--- src/aip_pkg.sv ---
// ----------------------------------------------------------------------------
// aip_pkg
// Shared types, character codes and register indexes of the ascii integer
// parser.
// ----------------------------------------------------------------------------
package aip_pkg;

    // parse phases of the back end
    typedef enum logic [2:0] {
        PH_BLANK  = 3'd0,
        PH_PREFIX = 3'd1,
        PH_ZERO   = 3'd2,
        PH_DIGITS = 3'd3
    } parse_phase_t;

    // one classified character as it travels from front to back
    typedef struct packed {
        logic       is_nul;
        logic       is_blank;
        logic       is_minus;
        logic       is_plus;
        logic       is_zero;
        logic       is_x;
        logic [3:0] digit;
    } char_class_t;

    // configuration register indexes
    localparam logic [7:0] CFG_IDX_NUMBER_BASE = 8'd0;
    localparam logic [7:0] CFG_IDX_SIGNED_MODE = 8'd1;

    // register reset values
    localparam logic [7:0] BASE_RESET        = 8'd10;
    localparam logic       SIGNED_MODE_RESET = 1'b1;

    // radix limits
    localparam logic [7:0] BASE_MIN = 8'd2;
    localparam logic [7:0] BASE_MAX = 8'd16;
    localparam logic [4:0] BASE_HEX = 5'd16;

    // character codes
    localparam logic [7:0] CHAR_NUL   = 8'h00;
    localparam logic [7:0] CHAR_TAB   = 8'h09;
    localparam logic [7:0] CHAR_SPACE = 8'h20;
    localparam logic [7:0] CHAR_PLUS  = 8'h2B;
    localparam logic [7:0] CHAR_MINUS = 8'h2D;
    localparam logic [7:0] CHAR_ZERO  = 8'h30;
    localparam logic [7:0] CHAR_X     = 8'h78;

    // configured base as used by the parser, zero when out of range
    function automatic logic [4:0] latch_base(input logic [7:0] base);
        if (base >= BASE_MIN && base <= BASE_MAX) begin
            return base[4:0];
        end
        return 5'd0;
    endfunction

endpackage

--- src/aip_front.sv ---
// ----------------------------------------------------------------------------
// aip_front
// Input stage: takes one character per transfer, classifies it and holds the
// classified item in a register until the queue takes it.
// ----------------------------------------------------------------------------
module aip_front (
    input  logic                 aclk,
    input  logic                 aresetn,
    input  logic                 s_valid,
    output logic                 s_ready,
    input  logic [7:0]           s_char_byte,
    output logic                 f_valid,
    input  logic                 f_ready,
    output aip_pkg::char_class_t f_item
);
    import aip_pkg::*;

    logic        valid_reg;
    logic        valid_next;
    char_class_t item_reg;
    char_class_t item_next;
    logic [7:0]  digit_wide;

    // hex digit value, any other character counts as zero
    always_comb begin
        case (s_char_byte) inside
            [8'h41:8'h46]: digit_wide = s_char_byte - 8'h37;
            [8'h61:8'h66]: digit_wide = s_char_byte - 8'h57;
            [8'h30:8'h39]: digit_wide = s_char_byte - CHAR_ZERO;
            default:       digit_wide = 8'd0;
        endcase
    end

    // character classes
    always_comb begin
        item_next.is_nul   = (s_char_byte == CHAR_NUL);
        item_next.is_blank = (s_char_byte == CHAR_SPACE) || (s_char_byte == CHAR_TAB);
        item_next.is_minus = (s_char_byte == CHAR_MINUS);
        item_next.is_plus  = (s_char_byte == CHAR_PLUS);
        item_next.is_zero  = (s_char_byte == CHAR_ZERO);
        item_next.is_x     = (s_char_byte == CHAR_X);
        item_next.digit    = digit_wide[3:0];
    end

    // take a new character when the holding register is empty or draining
    assign s_ready = !valid_reg || f_ready;

    always_comb begin
        valid_next = valid_reg;
        if (s_ready) begin
            valid_next = s_valid;
        end
    end

    always_ff @(posedge aclk) begin
        if (!aresetn) begin
            valid_reg <= 1'b0;
        end else begin
            valid_reg <= valid_next;
        end
    end

    always_ff @(posedge aclk) begin
        if (s_valid && s_ready) begin
            item_reg <= item_next;
        end
    end

    assign f_valid = valid_reg;
    assign f_item  = item_reg;

endmodule

--- src/aip_queue.sv ---
// ----------------------------------------------------------------------------
// aip_queue
// Small first-in first-out queue of classified characters between the front
// and the back end.
// ----------------------------------------------------------------------------
module aip_queue #(
    parameter int DEPTH = 2
) (
    input  logic                 aclk,
    input  logic                 aresetn,
    input  logic                 in_valid,
    output logic                 in_ready,
    input  aip_pkg::char_class_t in_item,
    output logic                 out_valid,
    input  logic                 out_ready,
    output aip_pkg::char_class_t out_item
);
    import aip_pkg::*;

    localparam int PTR_W = (DEPTH > 1) ? $clog2(DEPTH) : 1;
    localparam int CNT_W = $clog2(DEPTH + 1);

    char_class_t            entry_reg [DEPTH];
    logic [PTR_W-1:0]       wr_ptr_reg;
    logic [PTR_W-1:0]       wr_ptr_next;
    logic [PTR_W-1:0]       rd_ptr_reg;
    logic [PTR_W-1:0]       rd_ptr_next;
    logic [CNT_W-1:0]       count_reg;
    logic [CNT_W-1:0]       count_next;
    logic                   push;
    logic                   pop;

    assign in_ready  = (count_reg != CNT_W'(DEPTH));
    assign out_valid = (count_reg != '0);
    assign out_item  = entry_reg[rd_ptr_reg];
    assign push      = in_valid && in_ready;
    assign pop       = out_valid && out_ready;

    // pointer and fill count update
    always_comb begin
        wr_ptr_next = wr_ptr_reg;
        rd_ptr_next = rd_ptr_reg;
        count_next  = count_reg;
        if (push) begin
            wr_ptr_next = (wr_ptr_reg == PTR_W'(DEPTH - 1)) ? '0 : wr_ptr_reg + 1'b1;
        end
        if (pop) begin
            rd_ptr_next = (rd_ptr_reg == PTR_W'(DEPTH - 1)) ? '0 : rd_ptr_reg + 1'b1;
        end
        if (push && !pop) begin
            count_next = count_reg + 1'b1;
        end else if (pop && !push) begin
            count_next = count_reg - 1'b1;
        end
    end

    always_ff @(posedge aclk) begin
        if (!aresetn) begin
            wr_ptr_reg <= '0;
            rd_ptr_reg <= '0;
            count_reg  <= '0;
        end else begin
            wr_ptr_reg <= wr_ptr_next;
            rd_ptr_reg <= rd_ptr_next;
            count_reg  <= count_next;
        end
    end

    // entry storage
    always_ff @(posedge aclk) begin
        if (push) begin
            entry_reg[wr_ptr_reg] <= in_item;
        end
    end

    // fill count never passes the depth
    a_count_bound: assert property (@(posedge aclk) disable iff (!aresetn)
        count_reg <= CNT_W'(DEPTH))
        else $error("queue fill count above depth");

    // pointers are equal exactly when the queue is empty or full
    a_ptr_count: assert property (@(posedge aclk) disable iff (!aresetn)
        (wr_ptr_reg == rd_ptr_reg) == (count_reg == '0 || count_reg == CNT_W'(DEPTH)))
        else $error("queue pointers disagree with fill count");

endmodule

--- src/aip_back.sv ---
// ----------------------------------------------------------------------------
// aip_back
// Back end: runs the parse sequencer over classified characters, keeps the
// 64-bit accumulator and holds the finished value in an output register.
// ----------------------------------------------------------------------------
module aip_back (
    input  logic                 aclk,
    input  logic                 aresetn,
    input  logic [7:0]           cfg_number_base,
    input  logic                 cfg_signed_mode,
    input  logic                 q_valid,
    output logic                 q_ready,
    input  aip_pkg::char_class_t q_item,
    output logic                 m_valid,
    input  logic                 m_ready,
    output logic [63:0]          m_parsed_value,
    output logic                 m_bad_base
);
    import aip_pkg::*;

    parse_phase_t phase_reg;
    parse_phase_t phase_next;
    logic         minus_reg;
    logic         minus_next;
    logic [63:0]  acc_reg;
    logic [63:0]  acc_next;
    logic [4:0]   base_reg;
    logic [4:0]   base_next;
    logic         m_valid_reg;
    logic         m_valid_next;
    logic [63:0]  m_value_reg;
    logic [63:0]  m_value_next;
    logic         m_bad_reg;
    logic         m_bad_next;

    logic         step;
    logic [4:0]   base_now;
    logic [63:0]  mac;
    logic         take_sign;

    // a character is processed when the output register can take a result
    assign q_ready = !m_valid_reg || m_ready;
    assign step    = q_valid && q_ready;

    // base follows the register while blanks are skipped, then stays frozen
    assign base_now  = (phase_reg == PH_BLANK) ? latch_base(cfg_number_base) : base_reg;

    // accumulator times a 5-bit base as a sum of shifted copies, plus the digit
    assign mac       = (base_now[0] ? acc_reg : 64'd0)
                     + (base_now[1] ? {acc_reg[62:0], 1'b0} : 64'd0)
                     + (base_now[2] ? {acc_reg[61:0], 2'b0} : 64'd0)
                     + (base_now[3] ? {acc_reg[60:0], 3'b0} : 64'd0)
                     + (base_now[4] ? {acc_reg[59:0], 4'b0} : 64'd0)
                     + 64'(q_item.digit);
    assign take_sign = cfg_signed_mode && (q_item.is_minus || q_item.is_plus);

    // next parse phase
    always_comb begin
        phase_next = phase_reg;
        if (step) begin
            if (q_item.is_nul) begin
                phase_next = PH_BLANK;
            end else begin
                case (phase_reg)
                    PH_BLANK: begin
                        if (q_item.is_blank) begin
                            phase_next = PH_BLANK;
                        end else if (take_sign) begin
                            phase_next = PH_PREFIX;
                        end else if (q_item.is_zero) begin
                            phase_next = PH_ZERO;
                        end else begin
                            phase_next = PH_DIGITS;
                        end
                    end
                    PH_PREFIX: begin
                        phase_next = q_item.is_zero ? PH_ZERO : PH_DIGITS;
                    end
                    default: phase_next = PH_DIGITS;
                endcase
            end
        end
    end

    // accumulator, sign, base and result
    always_comb begin
        minus_next   = minus_reg;
        acc_next     = acc_reg;
        base_next    = base_reg;
        m_valid_next = m_valid_reg && !m_ready;
        m_value_next = m_value_reg;
        m_bad_next   = m_bad_reg;
        if (step) begin
            if (phase_reg == PH_BLANK) begin
                base_next = base_now;
            end
            if (q_item.is_nul) begin
                // terminator: publish the value and restart
                m_valid_next = 1'b1;
                m_bad_next   = (base_now == 5'd0);
                if (base_now == 5'd0) begin
                    m_value_next = '0;
                end else begin
                    m_value_next = minus_reg ? (64'd0 - acc_reg) : acc_reg;
                end
                minus_next = 1'b0;
                acc_next   = '0;
                base_next  = latch_base(cfg_number_base);
            end else begin
                case (phase_reg)
                    PH_BLANK: begin
                        if (q_item.is_blank) begin
                            acc_next = acc_reg;
                        end else if (take_sign) begin
                            minus_next = q_item.is_minus;
                        end else if (!q_item.is_zero) begin
                            acc_next = mac;
                        end
                    end
                    PH_PREFIX: begin
                        if (!q_item.is_zero) begin
                            acc_next = mac;
                        end
                    end
                    PH_ZERO: begin
                        if (q_item.is_x) begin
                            if (base_reg != 5'd0) begin
                                base_next = BASE_HEX;
                            end
                            acc_next = '0;
                        end else begin
                            acc_next = 64'(q_item.digit);
                        end
                    end
                    default: acc_next = mac;
                endcase
            end
        end
    end

    always_ff @(posedge aclk) begin
        if (!aresetn) begin
            phase_reg   <= PH_BLANK;
            minus_reg   <= 1'b0;
            acc_reg     <= '0;
            base_reg    <= latch_base(BASE_RESET);
            m_valid_reg <= 1'b0;
        end else begin
            phase_reg   <= phase_next;
            minus_reg   <= minus_next;
            acc_reg     <= acc_next;
            base_reg    <= base_next;
            m_valid_reg <= m_valid_next;
        end
    end

    always_ff @(posedge aclk) begin
        m_value_reg <= m_value_next;
        m_bad_reg   <= m_bad_next;
    end

    assign m_valid        = m_valid_reg;
    assign m_parsed_value = m_value_reg;
    assign m_bad_base     = m_bad_reg;

    // an invalid base always reports a zero value
    a_bad_zero: assert property (@(posedge aclk) disable iff (!aresetn)
        m_valid_reg && m_bad_reg |-> m_value_reg == 64'd0)
        else $error("bad base result with nonzero value");

    // a minus sign is only pending inside a string
    a_minus_phase: assert property (@(posedge aclk) disable iff (!aresetn)
        minus_reg |-> phase_reg != PH_BLANK)
        else $error("minus flag set while skipping blanks");

    // a frozen base is either zero or a legal radix
    a_base_legal: assert property (@(posedge aclk) disable iff (!aresetn)
        phase_reg != PH_BLANK |->
            base_reg == 5'd0 || (base_reg >= 5'd2 && base_reg <= BASE_HEX))
        else $error("frozen base out of range");

endmodule

--- src/ascii_integer_parser.sv ---
// ----------------------------------------------------------------------------
// ascii_integer_parser
// Streaming text-to-integer converter with a classifying front end, a short
// queue and a parse back end.
// ----------------------------------------------------------------------------
// Takes one character per transfer and produces one 64-bit result on each NUL
// byte. A character is accepted every cycle while no result waits and QUEUE_DEPTH
// is at least 2; the rate is set by the back end's multiply-accumulate on the
// 64-bit accumulator, and a character passes the front register and the queue
// before the back end acts on it. While a result waits on the result side the
// back end takes no characters; the queue of QUEUE_DEPTH entries and the front
// register then hold up to QUEUE_DEPTH + 1 characters before the input stalls.
// Register 0 holds the radix (2 to 16, otherwise the result is zero with
// bad_base set) and register 1 the signed mode; the radix is sampled while
// leading blanks are skipped and frozen at the first other character. Write
// configuration only while no string is open.
module ascii_integer_parser #(
    parameter int QUEUE_DEPTH = 2
) (
    input  logic        aclk,
    input  logic        aresetn,
    input  logic        cfg_valid,
    output logic        cfg_ready,
    input  logic [7:0]  cfg_index,
    input  logic [7:0]  cfg_data,
    input  logic        s_valid,
    output logic        s_ready,
    input  logic [7:0]  s_char_byte,
    output logic        m_valid,
    input  logic        m_ready,
    output logic [63:0] m_parsed_value,
    output logic        m_bad_base
);
    import aip_pkg::*;

    logic [7:0]  base_cfg_reg;
    logic        signed_mode_reg;
    logic        f_valid;
    logic        f_ready;
    char_class_t f_item;
    logic        q_valid;
    logic        q_ready;
    char_class_t q_item;

    // configuration registers, writes to unknown indexes are dropped
    assign cfg_ready = 1'b1;

    always_ff @(posedge aclk) begin
        if (!aresetn) begin
            base_cfg_reg    <= BASE_RESET;
            signed_mode_reg <= SIGNED_MODE_RESET;
        end else if (cfg_valid && cfg_ready) begin
            case (cfg_index)
                CFG_IDX_NUMBER_BASE: base_cfg_reg    <= cfg_data;
                CFG_IDX_SIGNED_MODE: signed_mode_reg <= cfg_data[0];
                default: ;
            endcase
        end
    end

    aip_front u_front (
        .aclk        (aclk),
        .aresetn     (aresetn),
        .s_valid     (s_valid),
        .s_ready     (s_ready),
        .s_char_byte (s_char_byte),
        .f_valid     (f_valid),
        .f_ready     (f_ready),
        .f_item      (f_item)
    );

    aip_queue #(
        .DEPTH (QUEUE_DEPTH)
    ) u_queue (
        .aclk      (aclk),
        .aresetn   (aresetn),
        .in_valid  (f_valid),
        .in_ready  (f_ready),
        .in_item   (f_item),
        .out_valid (q_valid),
        .out_ready (q_ready),
        .out_item  (q_item)
    );

    aip_back u_back (
        .aclk            (aclk),
        .aresetn         (aresetn),
        .cfg_number_base (base_cfg_reg),
        .cfg_signed_mode (signed_mode_reg),
        .q_valid         (q_valid),
        .q_ready         (q_ready),
        .q_item          (q_item),
        .m_valid         (m_valid),
        .m_ready         (m_ready),
        .m_parsed_value  (m_parsed_value),
        .m_bad_base      (m_bad_base)
    );

endmodule
--- config.mk ---
export PLATFORM = sky130hd
export DESIGN_NAME = ascii_integer_parser
export DESIGN_NICKNAME = d
export VERILOG_FILES = /design/src/aip_pkg.sv /design/src/aip_front.sv /design/src/aip_queue.sv /design/src/aip_back.sv /design/src/ascii_integer_parser.sv
export SDC_FILE = /design/constraint.sdc
export NUM_CORES = 1
export LEC_CHECK = 0
export ABC_AREA = 1
export BUFFER_PORTS_ARGS = -buffer_cell sky130_fd_sc_hd__buf_2
export CORE_ASPECT_RATIO = 0.6
export CORE_MARGIN = 4
export CORE_UTILIZATION = 25
export CTS_CLUSTER_SIZE = 14
export DETAILED_ROUTE_END_ITERATION = 12
export GPL_TIMING_DRIVEN = 0
export HOLD_SLACK_MARGIN = 0.15
export PLACE_DENSITY = 0.48
export SYNTH_ARGS = -nofsm -noshare
export SYNTH_HDL_FRONTEND = slang
export SYNTH_SLANG_ARGS = --single-unit
--- constraint.sdc ---
create_clock -name aclk -period 6.15 [get_ports aclk]
set_clock_uncertainty 0.05 [all_clocks]
set_input_delay 0.615 -clock aclk [delete_from_list [all_inputs] [get_ports aclk]]
set_output_delay 0.615 -clock aclk [all_outputs]
set_load 0.02 [all_outputs]
Yosys cells after proc, flatten, opt, wreduce, memory -nomap -nowiden --
Memories as Yosys holds them, arrays and structs flattened. A register that Yosys moved wholly into a read port is not among the register bits. Cells that the tools add are included.
Cells by class: muxes and demuxes 46, reduce and logical (&&, ||, !) cells 34, equality and inequality tests 13, $mul 0, $lt $le $gt $ge 8, divide/modulo/power cells 0, add/sub/neg operators 13, shift operators 0, bitwise gates (word level) 0
Operator list (count):
- 64-bit 2-to-1 mux | 10
- 64-bit adder | 4
- 64-bit case mux with 3 select lines | 1
- 64-bit by 4-bit adder with 64-bit output | 1
- 1-bit by 64-bit subtractor with 64-bit output (first input constant) | 1
- 5-bit 2-to-1 mux | 9
- 8-bit by 6-bit == test with 1-bit output (second input constant) | 4
- 8-bit by 7-bit greater-or-equal comparator with 1-bit output (second input constant) | 2
- 8-bit by 7-bit <= comparator with 1-bit output (second input constant) | 2
- 8-bit zero test | 2
- 1-bit 2-to-1 mux | 16
- 4-bit 2-to-1 mux | 4
- 1-bit logical AND | 11
- 3-bit 2-to-1 mux | 3
- 8-bit by 1-bit == test with 1-bit output (second input constant) | 1
- 8-bit by 4-bit == test with 1-bit output (second input constant) | 1
- 8-bit by 7-bit == test with 1-bit output (second input constant) | 1
- 8-bit by 2-bit greater-or-equal comparator with 1-bit output (second input constant) | 1
- 8-bit by 6-bit greater-or-equal comparator with 1-bit output (second input constant) | 1
- 8-bit by 5-bit <= comparator with 1-bit output (second input constant) | 1
- 8-bit by 6-bit <= comparator with 1-bit output (second input constant) | 1
- 2-bit nonzero test | 4
- 4-bit by 3-bit subtractor with 4-bit output (second input constant) | 2
- 3-bit inequality test (second input constant) | 2
- other kinds (18) | 29
Storage, ports and cells: logic and storage cells 135, latch bits 0, memories kept 1, RAM bits 20, output and inout port bits 68, bits in read-only memories 0, bits of input ports 29, register bits 163
Memory list:
- u_queue.entry_reg | words 2, width 10, read ports 1, clocked after Yosys merged registers in 1, wr ports 1, RTL line aip_queue.sv:23 | char_class_t entry_reg [DEPTH];

Longest topological paths before layout --
Gate-level depths: netlist of the first run.
word-level depth 16, mapped depth 29, depth with buffers taken out 29

Cells and area by module --
From an unflattened synthesis of the first run, not the netlist that was laid out.
Unflattened totals: cell total of the unflattened synthesis 2793, area total of the unflattened synthesis 19678.9 um2
Modules (own cells, without submodules):
- aip_back | area an instance 17504.3 um2, cells each 2569, instances 1
- aip_queue | area an instance 980.9 um2, cells each 68, instances 1
- aip_front | area an instance 730.7 um2, cells each 89, instances 1
- ascii_integer_parser | area an instance 462.9 um2, cells each 67, instances 1

Worst setup path after synthesis of the first run --
No wires, ideal clock.
path type input to register, from input port m_ready, to register u_back.acc_reg[58], slack 0.938 ns, required time 5.968 ns, arrival time 5.030 ns, library setup time 0.132 ns, stages 11, cell sequence nor2_1 > a21oi_2 > inv_2 > nor2_1 > inv_1 > nand2_1 > inv_2 > buf_2 > buf_2 > nand2_1 > a21oi_1
Between the ends: longest elaborated chain between the ends 3
RTL lines:
- start: declaration | RTL line ascii_integer_parser.sv:30 | input logic m_ready,
- 1-bit logical OR | RTL line aip_back.sv:42 | assign q_ready = !m_valid_reg || m_ready;
- 1-bit logical AND | RTL line aip_back.sv:43 | assign step = q_valid && q_ready;
- 3-bit AND reduction (no source line)
- end signal: assignment | RTL line aip_back.sv:151 | acc_reg <= acc_next;
- end: declaration | RTL line aip_back.sv:25 | logic [63:0] acc_reg;
Every way passes these cells. A chain may end at the register's enable or synchronous reset.

Worst setup path after layout of the first run --
from register base_cfg_reg[3], to register u_back.acc_reg[32]
Between the ends: longest elaborated chain between the ends 16
RTL lines:
- start: declaration | RTL line ascii_integer_parser.sv:36 | logic [7:0] base_cfg_reg;
- start signal: assignment | RTL line ascii_integer_parser.sv:54 | CFG_IDX_NUMBER_BASE: base_cfg_reg <= cfg_data;
- 8-bit by 2-bit greater-or-equal comparator with 1-bit output / 8-bit by 5-bit <= comparator with 1-bit output (equally long branches) | RTL line aip_pkg.sv:51 | if (base >= BASE_MIN && base <= BASE_MAX) begin
- 1-bit logical AND | RTL line aip_pkg.sv:51
- 1-bit 2-to-1 mux | RTL line aip_pkg.sv:51
- 5-bit 2-to-1 mux * | RTL line aip_pkg.sv:54 | return 5'd0;
- 5-bit 2-to-1 mux * | RTL line aip_back.sv:46 | assign base_now = (phase_reg == PH_BLANK) ? latch_base(cfg_number_base) : base_reg;
- 64-bit 2-to-1 mux, on equally long branches | RTL line aip_back.sv:49, aip_back.sv:50
- 64-bit adder | RTL line aip_back.sv:50 | + (base_now[1] ? {acc_reg[62:0], 1'b0} : 64'd0)
- 64-bit adder | RTL line aip_back.sv:51 | + (base_now[2] ? {acc_reg[61:0], 2'b0} : 64'd0)
- 64-bit adder | RTL line aip_back.sv:52 | + (base_now[3] ? {acc_reg[60:0], 3'b0} : 64'd0)
- 64-bit adder * | RTL line aip_back.sv:53 | + (base_now[4] ? {acc_reg[59:0], 4'b0} : 64'd0)
- 64-bit by 4-bit adder with 64-bit output * | RTL line aip_back.sv:54 | + 64'(q_item.digit);
- 64-bit 2-to-1 mux | RTL line aip_back.sv:116, aip_back.sv:121
- 64-bit 2-to-1 mux | RTL line aip_back.sv:114 | end else if (take_sign) begin
- 64-bit 2-to-1 mux | RTL line aip_back.sv:112 | if (q_item.is_blank) begin
- 64-bit case mux with 3 select lines * | RTL line aip_back.sv:110 | case (phase_reg)
- 64-bit 2-to-1 mux * | RTL line aip_back.sv:97 | if (q_item.is_nul) begin
Every way passes the cells marked *; elsewhere a longest branch is shown, timed or not. The select of a mux whose other input is x is not followed.

==> results of run 1 <==
-- routing by layer --
metal / routed length [um] / up-vias
li1: - / 8913
met1: 42800 / 9046
met2: 25100 / 949
met3: 13800 / 47
met4: 711 / 2
met5: 64 / -
-- through the flow --
step | hold slack (ps) | instance area (um2) | total power (W) | util | setup TNS, ps
final | 313 | 22200 | 0.00563 | 0.291 | 0
after global routing | 316 | 22200 | 0.00596 | 0.291 | -79.4
after CTS | 288 | 21900 | 0.00557 | 0.287 | -173
after detailed placement | 382 | 21300 | 0.00433 | 0.279 | -17190
after global placement | 386 | 21200 | 0.00435 | 0.278 | -114700
after floorplan | 371 | 19400 | 0.00336 | - | 0
-- critical path, stage by stage, from the launching register on --
cell and delay [ps]:
dfxtp_1 380, inv_1 70, nand2_1 60, nor2_1 50, nand2_1 120, nand2_1 90, nand2_1 200, buf_4 270
clkbuf_4 290, nor2_1 90, fa_1 520, fa_1 540, inv_1 50, fa_1 520, inv_1 40, ha_2 470
a21oi_2 170, nand2_1 170, nand2_1 70, nand2_1 140, a21oi_1 140, o21ai_0 490, a21oi_1 240, or2_2 330
nand3_1 110, a21oi_1 70
-- kinds of logic after synthesis --
family	share of synthesized area
AND/OR/NAND/NOR	0.273
XOR/XNOR	0.0167
flip-flops	0.237
AO/OA/AOI/OAI	0.117
buffers and inverters	0.118
adder cells (fa/ha/maj)	0.235
other	0.000193
multiplexers	0.00309
-- path summary, 6_finish.rpt --
path                                        to  slack [ps]  cells past startpoint
max            u_back.acc_reg[32]$_SDFFE_PN0P_         270                     25
max reg2reg    u_back.acc_reg[32]$_SDFFE_PN0P_         270                     25
min               base_cfg_reg[3]$_SDFFE_PN1P_         310                      3
min reg2reg  u_queue.entry_reg[0][1]$_DFFE_PP_         400                      0
-- cells in the final DEF, fill, tap and decap left out, types with 35 or more instances in the layout --
cell type	n
nand3_1	100
a21oi_1	202
buf_2	112
xor2_1	35
clkbuf_1	36
inv_1	508
nor3_1	52
o21ai_0	128
dfxtp_1	88
nor2_1	505
edfxtp_1	95
nand4_1	43
fa_1	183
nand2_1	455
ha_1	61
-- report_power, final --
group / total (W) / switching, W / internal (W)
logic: 0.00274 / 0.00200 / 0.000737
clock network: 0.00122 / 0.000631 / 0.000593
registers: 0.00167 / 0.0000965 / 0.00157
-- layout make-up --
class                      count  area share
tap                         1040      0.0586
clock buffer                  17      0.0191
timing repair buffer          97      0.0237
clock inverter                15     0.00867
inverter                     526      0.0889
multi-input combinational   1974       0.577
sequential                   183       0.208
buffer                        77      0.0165
-- repair_timing --
action,in CTS,in global routing
resized for setup,27,93
pin swaps,0,2
buffers inserted,0,1
endpoints found under the setup margin,48,44
==> reports/qor.yml, run 1 <==
yosys:
  yosysMostFrequentCell: "nor2_1"
  synth-edff-count: 95
  yosysTopAreaCellShare: 0.190
  synth_nets: 3043
  syn_inst: 2760
  async_flop_share: 0
  seq_area_frac_synth: 0.237
  synth_area_per_cell_um2: 7.04
  synth_commonest_cells: "512 x nor2_1, 509 x inv_1, 461 x nand2_1, 222 x a21oi_1, 184 x fa_1"
  synthTopCellsByArea: "fa_1 19%, edfxtp_1 15%, nor2_1 9.9%"
  synth_seq_cells: 183
  yosysTopAreaCell: "fa_1"
  yosys_warnings: 0
  synthFlopType: "edfxtp_1"
  synth.distinct_cells: 57
  syn_area_um2: 19400
sta:
  layout_setup_ws_ps: 275
  fmax_ghz: 0.170
  tightest_slew_ps: 1190
  slew_headroom: 0.210
  hold_viol_final: 0
  setup_viol: 0
  final_max_slew_viol_count: 0
  finalCritPeriodShare: 0.955
  min_period_ps: 5880
  rsz0062_at_grt: "yes"
route:
  vias_per_cell: 4.82
  drtAntennaViolNets: 0
  drc: 0
  first_pass_iters: 5
  wl_per_cell_um: 21.0
  vias: 18957
  drt_iter0_markers: 2313
  routed_wl_mm: 82.4
critical_path:
  end_kind: "flip-flop"
  crit_start: "base_cfg_reg[3]$_SDFFE_PN1P_"
  worstPathRequired_ps: 6460
  path_max_fanout: 10
  setup.worst_path.start_class: "flip-flop"
  crit_type: "reg -> reg"
  critPathArrivalTime_ps: 6180
  r2r_start: "base_cfg_reg[3]$_SDFFE_PN1P_"
die:
  core-area_um2: 76300
  die_h_um: 224
  start_util: 0.255
  dieArea_um2: 82400
  io_pins: 97
  fp-row-count: 78
  die_w_um: 368
outcome:
  status: "finished, final reports clean"
final_layout:
  antenna_cells: 0
  drive_gt1_frac: 0.101
  area_growth_pct: 14.3
  multi_input_area_um2: 12800
  instances_no_fill: 3929
  n_fill_cell: 8560
  layout.nets: 3159
  ff_latch_area_um2: 4610
global_route:
  grtUsageMet2: 0.210
  grt_pass1_vias: 17610
  antenna_found_initial: 1
  grt_overflow_total: 0
  grt_use_total: 0.199
  grt_util_met1: 0.326
  grt_pass1_wl_mm: 120
  grt_max_degree: 25
  gr-max-usage-layer: "met1"
  use_met3: 0.114
place:
  post-place-ws_ps: -1000
  dp.cells: 3896
  place.gp.congestion: 0.971
  port_buffers: 94
  hpwl_mm: 70.5
clocking:
  clk_pin_slew_worst_paths_ps: 90
  clkSinkCount: 183
  clkLatencyLatePin_ps: 480
  htreeDepth: 4
  cts_max_path_buffers: 2
  clock-root-buffer: "clkbuf_16"
  cts_tree: "done"
  holdBufCountCts: 0
  cts-buffers-inserted: 17
hold_path:
  min-delay-start: "cfg_data[3]"
  min_path_type: "in -> reg"
power_and_ir_drop:
  p_per_area_nw_per_um2: 253
  peakVddDrop_uv: 191
  leakagePower_nw: 10.1
run:
  maxCapViolations: 0
(Power assumes the default switching activity.)
==> run 2: changes to the inputs <==
- BUFFER_PORTS_ARGS: -buffer_cell sky130_fd_sc_hd__buf_2 -> not set
- DONT_BUFFER_PORTS: not set -> 1
- HOLD_SLACK_MARGIN: 0.15 -> 0.12
- PLACE_DENSITY: 0.48 -> 0.47
==> reports/qor.yml, run 2 (synthesized netlist as in run 1, its figures left out) <==
route:
  drc: 0  # unchanged
  vias_per_cell: 4.86  # was 4.82
  drt_iter0_markers: 2216  # was 2,313
  routed_wl_mm: 83.0  # was 82.4 mm
  vias: 18620  # was 18,957
  wl_per_cell_um: 21.7  # was 21.0 um
  first_pass_iters: 6  # was 5
  drtAntennaViolNets: 0  # unchanged
sta:
  setup_viol: 0  # unchanged
  min_period_ps: 6000  # was 5880 ps
  final_max_slew_viol_count: 0  # unchanged
  tightest_slew_ps: 978  # was 1190 ps
  slew_headroom: 0.345  # was 0.210
  hold_viol_final: 0  # unchanged
  finalCritPeriodShare: 0.975  # was 0.955
  fmax_ghz: 0.167  # was 0.170 GHz
  rsz0062_at_grt: "yes"  # unchanged
global_route:
  grt_use_total: 0.200  # was 0.199
  grtUsageMet2: 0.210  # about the same
  grt_max_degree: 32  # was 25
  gr-max-usage-layer: "met1"  # unchanged
  grt_util_met1: 0.341  # was 0.326
  use_met3: 0.0989  # was 0.114
  grt_pass1_wl_mm: 121  # was 120 mm
  grt_overflow_total: 0  # unchanged
  grt_pass1_vias: 17284  # was 17,610
  antenna_found_initial: 0  # was 1
die:
  core-area_um2: 76300  # unchanged
  die_h_um: 224  # unchanged
  start_util: 0.255  # unchanged
  die_w_um: 368  # unchanged
  fp-row-count: 78  # unchanged
  dieArea_um2: 82400  # unchanged
  io_pins: 97  # unchanged
hold_path:
  min_path_type: "in -> reg"  # unchanged
place:
  place.gp.congestion: 0.981  # was 0.971
  hpwl_mm: 70.9  # was 70.5 mm
  dp.cells: 3802  # was 3,896
  port_buffers: 0  # was 94
  place_area_um2: 20800  # was 21,300 um2
final_layout:
  antenna_cells: 0  # unchanged
  layout_common_cells: "508 x inv_1, 508 x nor2_1, 455 x nand2_1"  # was 508 x inv_1, 505 x nor2_1, 455 x nand2_1
  instances_no_fill: 3834  # was 3,929
  layout.nets: 3064  # was 3,159
  fin_area_um2: 21700  # was 22,200 um2
  drive_gt1_frac: 0.0648  # was 0.101
  area_growth_pct: 11.6  # was 14.3%
clocking:
  cts_max_path_buffers: 2  # unchanged
  cts-buffers-inserted: 17  # unchanged
  cts_tree: "done"  # unchanged
  cts_setup_buffers: 0  # unchanged
  htreeDepth: 4  # unchanged
  clkLatencyLatePin_ps: 490  # was 480 ps
  clkSinkCount: 183  # unchanged
  clock-root-buffer: "clkbuf_16"  # unchanged
  clk_pin_slew_worst_paths_ps: 80  # was 90 ps
  holdBufCountCts: 0  # unchanged
power_and_ir_drop:
  seqPwrFrac: 0.337  # was 0.296
  p_sw_frac: 0.493  # was 0.485
  leakagePower_nw: 9.74  # was 10.1 nW
  intPower_w: 0.00282  # was 0.00290 W
  p_sw_w: 0.00274  # was 0.00273 W
  peakVddDrop_uv: 197  # was 191 uV
  clkPwrFrac: 0.226  # was 0.217
  comb_power_share: 0.436  # was 0.487
  p_per_area_nw_per_um2: 256  # was 253 nW/um2
critical_path:
  crit_type: "reg -> reg"  # unchanged
  worstPathRequired_ps: 6500  # was 6460 ps
  end_kind: "flip-flop"  # unchanged
  critPathArrivalTime_ps: 6350  # was 6180 ps
  setup.worst_path.start_class: "flip-flop"  # unchanged
  path_max_fanout: 10  # unchanged
outcome:
  status: "finished, final reports clean"  # unchanged
run:
  maxCapViolations: 0  # unchanged
run 2: cell types whose count changed in the layout (fill, tap and decap cells not counted), sizes merged:
cell / previous run / this run
clkinv: 7 / 8
inv: 533 / 532
clkbuf: 67 / 62
buf: 124 / 34
run 2: area by class of cell:
type	count	area (um2)
clock buffers	17	425
clock inverters	15	213
multi-input cells	1974	12800
well taps	1040	1300
plain buffers	77	352
repair buffers	2	47.5
fillers	8556	54600
inverters	526	1980
flip-flops and latches	183	4610
run 2: what timing repair did:
item / CTS / global route
setup endpoints to repair: 50 / 40
resized for setup: 42 / 52
cloned: 0 / 0
run 2: layer usage:
| metal | wire (um) | up-vias |
|---|---|---|
| met2 | 25200 | 890 |
| met1 | 44500 | 8984 |
| li1 | - | 8720 |
| met3 | 12800 | 26 |
| met5 | 0 | - |
| met4 | 505 | 0 |
run 2: path summary, 6_finish.rpt:
kind                               startpoint                                end  slack (ps)  depth (start not counted)
max          u_back.phase_reg[0]$_SDFFE_PN0P_    u_back.acc_reg[57]$_SDFFE_PN0P_         150                         25
min                               cfg_data[0]       signed_mode_reg$_SDFFE_PN1P_         240                          2
max reg2reg  u_back.phase_reg[0]$_SDFFE_PN0P_    u_back.acc_reg[57]$_SDFFE_PN0P_         150                         25
min reg2reg       u_front.f_item[3]$_DFFE_PP_  u_queue.entry_reg[0][3]$_DFFE_PP_         400                          0
run 2: through the flow:
stage | hold WS (ps) | setup slack (ps) | total power, W | utilization | TNS, ps
4_1_cts | 211 | 1.91 | 0.00550 | 0.282 | 0
5_1_grt | 224 | -80.4 | 0.00585 | 0.284 | -292
3_5_place_dp | 384 | -1120 | 0.00422 | 0.272 | -20880
6_report | 238 | 153 | 0.00555 | 0.284 | 0
3_3_place_gp | 383 | -1690 | 0.00423 | 0.272 | -95970
2_1_floorplan | 371 | 938 | 0.00336 | - | 0
run 2: worst max-delay path, cell delays in order, from the launching register on:
cell      delay, ps
dfxtp_1         450
nor2_4           90
or2_1           250
nand2_1         200
buf_4           280
clkbuf_4        310
nor2_1          100
fa_1            530
fa_1            540
inv_1            50
fa_1            610
inv_1            70
ha_1            380
a21oi_1         340
o21ai_0         180
nand2_1         130
nand3_2         130
inv_1           130
o21ai_4          90
nand2_1          80
nand2_1         150
nand2_1         170
nand3_1          90
nand2_1          60
nand3_1         220
a21oi_1         210
run 2: power by group through the flow:
| stage | Sequential, W | Clock, W | Combinational [W] |
|---|---|---|---|
| final | 0.00187 | 0.00126 | 0.00242 |
| after global routing | 0.00190 | 0.00132 | 0.00264 |
| after CTS | 0.00188 | 0.00127 | 0.00234 |
| after detailed placement | 0.00191 | 0 | 0.00231 |
| after global placement | 0.00194 | 0 | 0.00229 |
| after floorplan | 0.00187 | 0 | 0.00149 |
